## config.mk

```make
export PLATFORM = sky130hd
export DESIGN_NAME = signed_int_to_decimal_ascii
export DESIGN_NICKNAME = d
export VERILOG_FILES = /design/src/rtl/sida_pkg.sv /design/src/rtl/sida_dpath.sv /design/src/rtl/sida_ctrl.sv /design/src/rtl/signed_int_to_decimal_ascii.sv
export SDC_FILE = /design/constraint.sdc
export NUM_CORES = 1
export LEC_CHECK = 0
export BUFFER_PORTS_ARGS = -buffer_cell sky130_fd_sc_hd__buf_2
export CORE_MARGIN = 8
export CORE_UTILIZATION = 55
export DETAILED_ROUTE_END_ITERATION = 12
export PLACE_DENSITY_LB_ADDON = 0.05
export SETUP_SLACK_MARGIN = 0.2
export SKIP_CTS_REPAIR_TIMING = 1
export SLEW_MARGIN = 20
export SYNTH_ARGS = -nofsm -noshare
export SYNTH_HDL_FRONTEND = slang
export SYNTH_SLANG_ARGS = --single-unit
```

## constraint.sdc

```tcl
create_clock -name clk -period 3.1 [get_ports clk]
set_input_delay 0.465 -clock clk [delete_from_list [all_inputs] [get_ports clk]]
set_output_delay 0.465 -clock clk [all_outputs]
set_load 0.01 [all_outputs]
```

## src/rtl/sida_pkg.sv

```systemverilog
// Shared constants and control types for the signed integer to decimal text block.
// It depends on nothing. The controller, the datapath and the top level import it.
`timescale 1ns / 1ps
`default_nettype none

package sida_pkg;

    localparam int VALUE_WIDTH = 32;

    // Decimal digits needed for any VALUE_WIDTH-bit magnitude (1233/4096 ~ log10(2)).
    localparam int NUM_DIGITS = (VALUE_WIDTH * 1233) / 4096 + 1;
    localparam int BCD_W      = NUM_DIGITS * 4;
    localparam int IDX_W      = (NUM_DIGITS > 1) ? $clog2(NUM_DIGITS) : 1;
    localparam int CNT_W      = $clog2(VALUE_WIDTH);

    localparam logic [7:0] CH_MINUS = 8'd45;
    localparam logic [7:0] CH_ZERO  = 8'd48;

    // Commands from the controller to the datapath.
    typedef struct packed {
        logic load;      // capture a new value and clear the digit register
        logic shift;     // one shift-and-adjust step
        logic idx_dec;   // step the digit pointer down by one
        logic sign_sel;  // the output shows the minus sign
    } cmd_t;

    // Status from the datapath to the controller.
    typedef struct packed {
        logic neg;
        logic digit_zero;
        logic idx_zero;
    } sts_t;

endpackage

`default_nettype wire

```

## src/rtl/sida_dpath.sv

```systemverilog
// Datapath: magnitude register, packed decimal digit register and digit pointer.
// It depends on sida_pkg and follows commands from sida_ctrl.
`timescale 1ns / 1ps
`default_nettype none

module sida_dpath (
    input  wire                                  clk,
    input  wire logic signed [sida_pkg::VALUE_WIDTH-1:0] value,
    input  wire sida_pkg::cmd_t                  cmd,
    output sida_pkg::sts_t                       sts,
    output logic [7:0]                           char_code,
    output logic                                 last_char
);
    import sida_pkg::*;

    localparam logic [VALUE_WIDTH-1:0] ONE     = {{(VALUE_WIDTH-1){1'b0}}, 1'b1};
    localparam logic [IDX_W-1:0]       IDX_TOP = IDX_W'(NUM_DIGITS - 1);

    logic [VALUE_WIDTH-1:0] bin_reg, bin_next;
    logic [BCD_W-1:0]       bcd_reg, bcd_next;
    logic                   neg_reg, neg_next;
    logic [IDX_W-1:0]       idx_reg, idx_next;

    logic [VALUE_WIDTH-1:0] raw;
    logic [BCD_W-1:0]       bcd_adj;
    logic [3:0]             cur_digit;

    assign raw = value;

    // Every digit of five or more gets three added before the shift.
    always_comb
    begin
        for (int d = 0; d < NUM_DIGITS; d++)
        begin
            if (bcd_reg[d*4 +: 4] >= 4'd5)
                bcd_adj[d*4 +: 4] = bcd_reg[d*4 +: 4] + 4'd3;
            else
                bcd_adj[d*4 +: 4] = bcd_reg[d*4 +: 4];
        end
    end

    always_comb
    begin
        bin_next = bin_reg;
        bcd_next = bcd_reg;
        neg_next = neg_reg;
        idx_next = idx_reg;
        if (cmd.load)
        begin
            neg_next = raw[VALUE_WIDTH-1];
            bin_next = raw[VALUE_WIDTH-1] ? (~raw + ONE) : raw;
            bcd_next = '0;
            idx_next = IDX_TOP;
        end
        else if (cmd.shift)
        begin
            bcd_next = {bcd_adj[BCD_W-2:0], bin_reg[VALUE_WIDTH-1]};
            bin_next = {bin_reg[VALUE_WIDTH-2:0], 1'b0};
        end
        else if (cmd.idx_dec)
        begin
            idx_next = idx_reg - IDX_W'(1);
        end
    end

    always_ff @(posedge clk)
    begin
        bin_reg <= bin_next;
        bcd_reg <= bcd_next;
        neg_reg <= neg_next;
        idx_reg <= idx_next;
    end

    assign cur_digit      = bcd_reg[idx_reg*4 +: 4];
    assign sts.neg        = neg_reg;
    assign sts.digit_zero = (cur_digit == 4'd0);
    assign sts.idx_zero   = (idx_reg == '0);

    assign char_code = cmd.sign_sel ? CH_MINUS : (CH_ZERO + {4'b0000, cur_digit});
    assign last_char = !cmd.sign_sel && (idx_reg == '0);

endmodule

`default_nettype wire

```

## src/rtl/sida_ctrl.sv

```systemverilog
// Controller: sequences conversion steps, the leading zero scan and character output.
// It depends on sida_pkg and drives sida_dpath through cmd_t.
`timescale 1ns / 1ps
`default_nettype none

module sida_ctrl (
    input  wire                  clk,
    input  wire                  rst_n,
    input  wire                  in_valid,
    output logic                 in_stall,
    output logic                 out_valid,
    input  wire                  out_stall,
    input  wire sida_pkg::sts_t  sts,
    output sida_pkg::cmd_t       cmd
);
    import sida_pkg::*;

    typedef enum logic [2:0] {
        S_IDLE,
        S_CONV,
        S_SCAN,
        S_SIGN,
        S_DIGIT
    } state_t;

    localparam logic [CNT_W-1:0] CNT_LAST = CNT_W'(VALUE_WIDTH - 1);

    state_t           state_reg, state_next;
    logic [CNT_W-1:0] cnt_reg, cnt_next;
    logic             stall_reg, valid_reg, sign_reg;

    always_comb
    begin
        state_next   = state_reg;
        cnt_next     = cnt_reg;
        cmd.load     = 1'b0;
        cmd.shift    = 1'b0;
        cmd.idx_dec  = 1'b0;
        cmd.sign_sel = sign_reg;
        unique case (state_reg)
            S_IDLE:
            begin
                if (in_valid)
                begin
                    cmd.load   = 1'b1;
                    cnt_next   = '0;
                    state_next = S_CONV;
                end
            end
            S_CONV:
            begin
                cmd.shift = 1'b1;
                cnt_next  = cnt_reg + CNT_W'(1);
                if (cnt_reg == CNT_LAST)
                    state_next = S_SCAN;
            end
            S_SCAN:
            begin
                // Walk down past leading zeros; the lowest digit is always shown.
                if (sts.digit_zero && !sts.idx_zero)
                    cmd.idx_dec = 1'b1;
                else
                    state_next = sts.neg ? S_SIGN : S_DIGIT;
            end
            S_SIGN:
            begin
                if (!out_stall)
                    state_next = S_DIGIT;
            end
            S_DIGIT:
            begin
                if (!out_stall)
                begin
                    if (sts.idx_zero)
                        state_next = S_IDLE;
                    else
                        cmd.idx_dec = 1'b1;
                end
            end
            default:
            begin
                state_next = S_IDLE;
            end
        endcase
    end

    always_ff @(posedge clk or negedge rst_n)
    begin
        if (!rst_n)
        begin
            state_reg <= S_IDLE;
            cnt_reg   <= '0;
            stall_reg <= 1'b0;
            valid_reg <= 1'b0;
            sign_reg  <= 1'b0;
        end
        else
        begin
            state_reg <= state_next;
            cnt_reg   <= cnt_next;
            stall_reg <= (state_next != S_IDLE);
            valid_reg <= (state_next == S_SIGN) || (state_next == S_DIGIT);
            sign_reg  <= (state_next == S_SIGN);
        end
    end

    assign in_stall     = stall_reg;
    assign out_valid    = valid_reg;

    a_valid_busy: assert property (@(posedge clk) disable iff (!rst_n)
        out_valid |-> in_stall)
        else $error("result offered while input side is open");

    a_accept_busy: assert property (@(posedge clk) disable iff (!rst_n)
        (in_valid && !in_stall) |=> (in_stall && !out_valid))
        else $error("block not busy converting after a request");

    a_last_frees: assert property (@(posedge clk) disable iff (!rst_n)
        (out_valid && !out_stall && !sign_reg && sts.idx_zero) |=> (!in_stall && !out_valid))
        else $error("block not idle after the final character");

    a_one_cmd: assert property (@(posedge clk) disable iff (!rst_n)
        $onehot0({cmd.load, cmd.shift, cmd.idx_dec}))
        else $error("conflicting datapath commands");

endmodule

`default_nettype wire

```

## src/rtl/signed_int_to_decimal_ascii.sv

```systemverilog
// Signed integer to decimal text converter, one character per result request.
// Sequence: accept, VALUE_WIDTH shift-and-add-3 steps in the datapath, then a leading
// zero scan before the first character.
// Throughput: one character per cycle while the sink does not stall; a new value is
// accepted only once the last character of the previous one has been taken.
// Reset: rst_n asynchronously returns the controller to idle with no result pending.
`timescale 1ns / 1ps
`default_nettype none

module signed_int_to_decimal_ascii (
    input  wire                                  clk,
    input  wire                                  rst_n,
    input  wire                                  in_valid,
    output logic                                 in_stall,
    input  wire logic signed [sida_pkg::VALUE_WIDTH-1:0] value,
    output logic                                 out_valid,
    input  wire                                  out_stall,
    output logic [7:0]                           char_code,
    output logic                                 last_char
);
    import sida_pkg::*;

    cmd_t cmd;
    sts_t sts;

    sida_ctrl u_ctrl (
        .clk       (clk),
        .rst_n     (rst_n),
        .in_valid  (in_valid),
        .in_stall  (in_stall),
        .out_valid (out_valid),
        .out_stall (out_stall),
        .sts       (sts),
        .cmd       (cmd)
    );

    sida_dpath u_dpath (
        .clk       (clk),
        .value     (value),
        .cmd       (cmd),
        .sts       (sts),
        .char_code (char_code),
        .last_char (last_char)
    );

endmodule

`default_nettype wire

```

==> metrics.md <==
| Metric | Value |
|---|---|
| Outcome | `complete, no violations` |
| Grt ovf | `0` |
| Power Density | `872 nW/um2` |
| Die width | `roughly 110 um` |
| CTS tree | `yes` |
| Largest net degree at the start of global routing | `66` |
| Clock Root Buffer | `clkbuf_8` |
| DR iter-0 viols | `224` |
| Crit Path Class | `reg2out` |
| Dpl ws | `0.246 ns` |
| Worst Slack Setup Final | `0.481 ns` |
| Max incr delay on CP | `around 0.71 ns` |
| Yosys cell types | `53` |
| Syn-to-layout area delta | `9.43%` |
| Sequential Power Share | `0.441` |
| Max reg flops | `40` |
| Detailed Place HPWL | `7700 um` |
| Global-route wire length before repair | `18900 um` |
| Initial core utilization | `0.563` |
| Design area | `between 5000 and 6000 um2` |
| Sequential cell area fraction in the yosys report | `0.415` |
| N_diodes | `0` |
| CP Max Fanout | `12` |
| Hold/Removal Path Class | `in2reg` |
| PortBufs | `43` |
| Max frequency | `0.382 GHz` |
| Critical-path cell list | `mux4_2, mux2i_1, o21a_1, nor2_1, buf_2` |
| CTS max path bufs | `2` |
| Initial DRT Pass Iterations | `5` |
| Crit end category | `output port` |
| Synthesized cell area | `around 5200 um2` |
| TNS Setup | `0 ns` |
| Internal Power | `2900 uW` |
| Wire length per cell | `15.3 um` |
| Core ar. | `between 9000 and 10000 um2` |
| Top cell type's share of synthesized area | `0.192` |
| Largest area contributor in the synthesized netlist | `edfxtp_1` |
| Post-layout min period | `2.62 ns` |
| Final Core Density | `0.616` |
| Startpoint Class | `flop` |
| GRT Total Usage | `0.180` |
| Req. time, crit path | `between 2 and 3 ns` |
| Synth area leaders | `edfxtp_1, dfxtp_1, o21ai_0` |
| Crit path DAT | `between 2 and 2.5 ns` |
| Clock network power share | `0.162` |
| Synth Flop Type | `dfxtp_1` |
| Register bit total from synthesis | `between 80 and 90` |
| RSZ-0062 raised after global routing | `no` |
| Worst path slowest cell | `dfxtp_1` |
| Post-synth EDFFs | `33` |
| Initial antenna violation count | `0` |
| Post-synthesis async set-or-reset flop share | `0.125` |
| Antenna viol nets, final | `0` |
| Final worst-path cycle share | `0.845` |
| Hold Violations, Final | `0` |
| Peak VDD IR | `a little under 0.5 mV` |
| Final Max Tran Viols | `0` |
| Hold Slack | `about 0.45 ns` |
| H-Tree Depth | `3` |
| Placed cell area | `~5500 um2` |
| Vias | `roughly 4200` |
| Clk Latency, worst-skew pair | `roughly 0.36 ns` |
| # DRC | `0` |
| Layout net count | `~680` |
| Io pins | `47` |
| Max-cap violations | `0` |
| Commonest cells post-synth | `o21ai_0, nand2_1, a21oi_1, dfxtp_1, xor2_1` |
| Synth Area per Inst | `between 8 and 9 um2` |
| Total CTS buffers | `9` |
| Die height | `113 um` |
| Static Leak | `between 0.002 and 0.0025 uW` |
| Mapped Cells | `588` |
| Share of total power in combinational logic | `0.397` |
| Via-to-Cell Ratio | `~5.7` |
| Clock Skew | `just under 0.01 ns` |
| Sw Share | `0.412` |
| Worst rel slew slack | `0.448` |
| Top-count cell post-synth | `o21ai_0` |
| Site Rows | `35` |
| Clock Pin Slew Worst Setup and Hold Paths | `~0.09 ns` |
| Final wirelength | `11200 um` |
| Vias in the first global route | `about 4000` |
| Synth warnings | `0` |
| Worst-Margin Slew | `0.828 ns` |
| Number of clock sinks | `88` |
| Setup violators final | `0` |
| DIE AREA | `12800 um2` |
| GPL Wtd Cong | `0.839` |
| Sw Pwr | `slightly above 2000 uW` |
| Share of cells above drive strength 1 | `0.130` |
-- layer usage --
| layer | track usage | wire, um | vias to the layer above | part of all wire |
|---|---|---|---|---|
| met4 | 0.0693 | 136 | 0 | 0.012 |
| li1 | - | - | 2121 | - |
| met1 | 0.238 | 5450 | 1959 | 0.49 |
| met2 | 0.286 | 5070 | 92 | 0.45 |
| met3 | 0.0319 | 558 | 12 | 0.050 |
| met5 | 0 | 0 | - | 0 |
-- worst paths after layout --
path                                                   end  depth (start not counted)  slack (ns)                       startpoint
min in group asynchronous       u_ctrl.out_valid$_DFF_PN0_                          2        0.49                            rst_n
min                             u_ctrl.out_valid$_DFF_PN0_                          3        0.45                        out_stall
max in group asynchronous    u_ctrl.cnt_reg[3]$_DFFE_PN0P_                          2        2.40                            rst_n
min reg2reg                  u_ctrl.cnt_reg[3]$_DFFE_PN0P_                          1        0.50    u_ctrl.cnt_reg[3]$_DFFE_PN0P_
max                                           char_code[1]                          5        0.48  u_dpath.idx_reg[0]$_SDFFE_PP1P_
max reg2reg                u_dpath.idx_reg[2]$_SDFFE_PP0P_                          7        0.50  u_dpath.idx_reg[0]$_SDFFE_PP1P_
-- cell type report --
class / instances / area, um2
clock buffer: 9 / 124
clock inverter: 7 / 72.6
fill: 831 / 3530
inverter: 30 / 113
multi-input combinational: 440 / 2790
sequential: 88 / 2150
tap: 111 / 139
timing repair buffer: 49 / 275
-- stage by stage --
stage	total power (uW)	cells
6_report	4940	734
5_1_grt	5330	734
4_1_cts	4980	733
3_5_place_dp	4170	717
3_3_place_gp	4100	717
2_1_floorplan	3550	589
-- worst max-delay path, delay by kind of cell, from the launching register on --
| kind | cells | cell delay, ns |
|---|---|---|
| compound gates | 1 | 0.14 |
| mux | 2 | 0.77 |
| simple gates | 1 | 0.04 |
| buf+inv | 1 | 0.13 |
| flops | 1 | 0.71 |
-- cell usage in the layout, fill, tap and decap left out, types with 2 or more instances in the layout --
cell type / instances
a22o_1: 2
o32ai_1: 9
or3_1: 8
conb_1: 3
o31ai_1: 8
nand2_1: 77
nor2b_1: 2
and3_1: 2
nand2b_1: 11
nand3b_1: 4
dfxtp_1: 43
nor3_1: 5
xor2_1: 36
dfrtp_1: 11
mux2i_1: 19
o21ai_0: 79
o41ai_1: 4
nand3_1: 15
o22ai_1: 7
nor2_1: 35
or3b_2: 3
edfxtp_1: 33
buf_4: 4
inv_1: 30
a21oi_1: 44
clkbuf_8: 9
buf_2: 43
nand4_1: 3
mux4_2: 2
clkinv_4: 3
xnor2_1: 13
ha_1: 24
or2_2: 2
a211oi_1: 2
-- cell families (layout without fill, tap and decap cells) --
logic type / Yosys count / count (layout) / synth area share
other: 2 / 3 / 0.00145
xor gates and xnor gates: 49 / 49 / 0.0830
buffers and inverters: 61 / 95 / 0.0474
AOI/OAI and AO/OA: 162 / 162 / 0.179
and+or+nand+nor: 181 / 181 / 0.170
adders and majority gates: 24 / 24 / 0.0580
muxes: 21 / 21 / 0.0455
DFF: 88 / 88 / 0.415
-- power groups by stage --
| stage | Combinational, uW | Sequential (uW) | Clock, uW |
|---|---|---|---|
| after global routing | 2220 | 2250 | 863 |
| after CTS | 1980 | 2170 | 826 |
| final | 1960 | 2180 | 800 |
| after global placement | 1920 | 2180 | 0 |
| after detailed placement | 1970 | 2200 | 0 |
| after floorplan | 1510 | 2040 | 0 |
No activity file was read; power rests on OpenSTA's default activity.
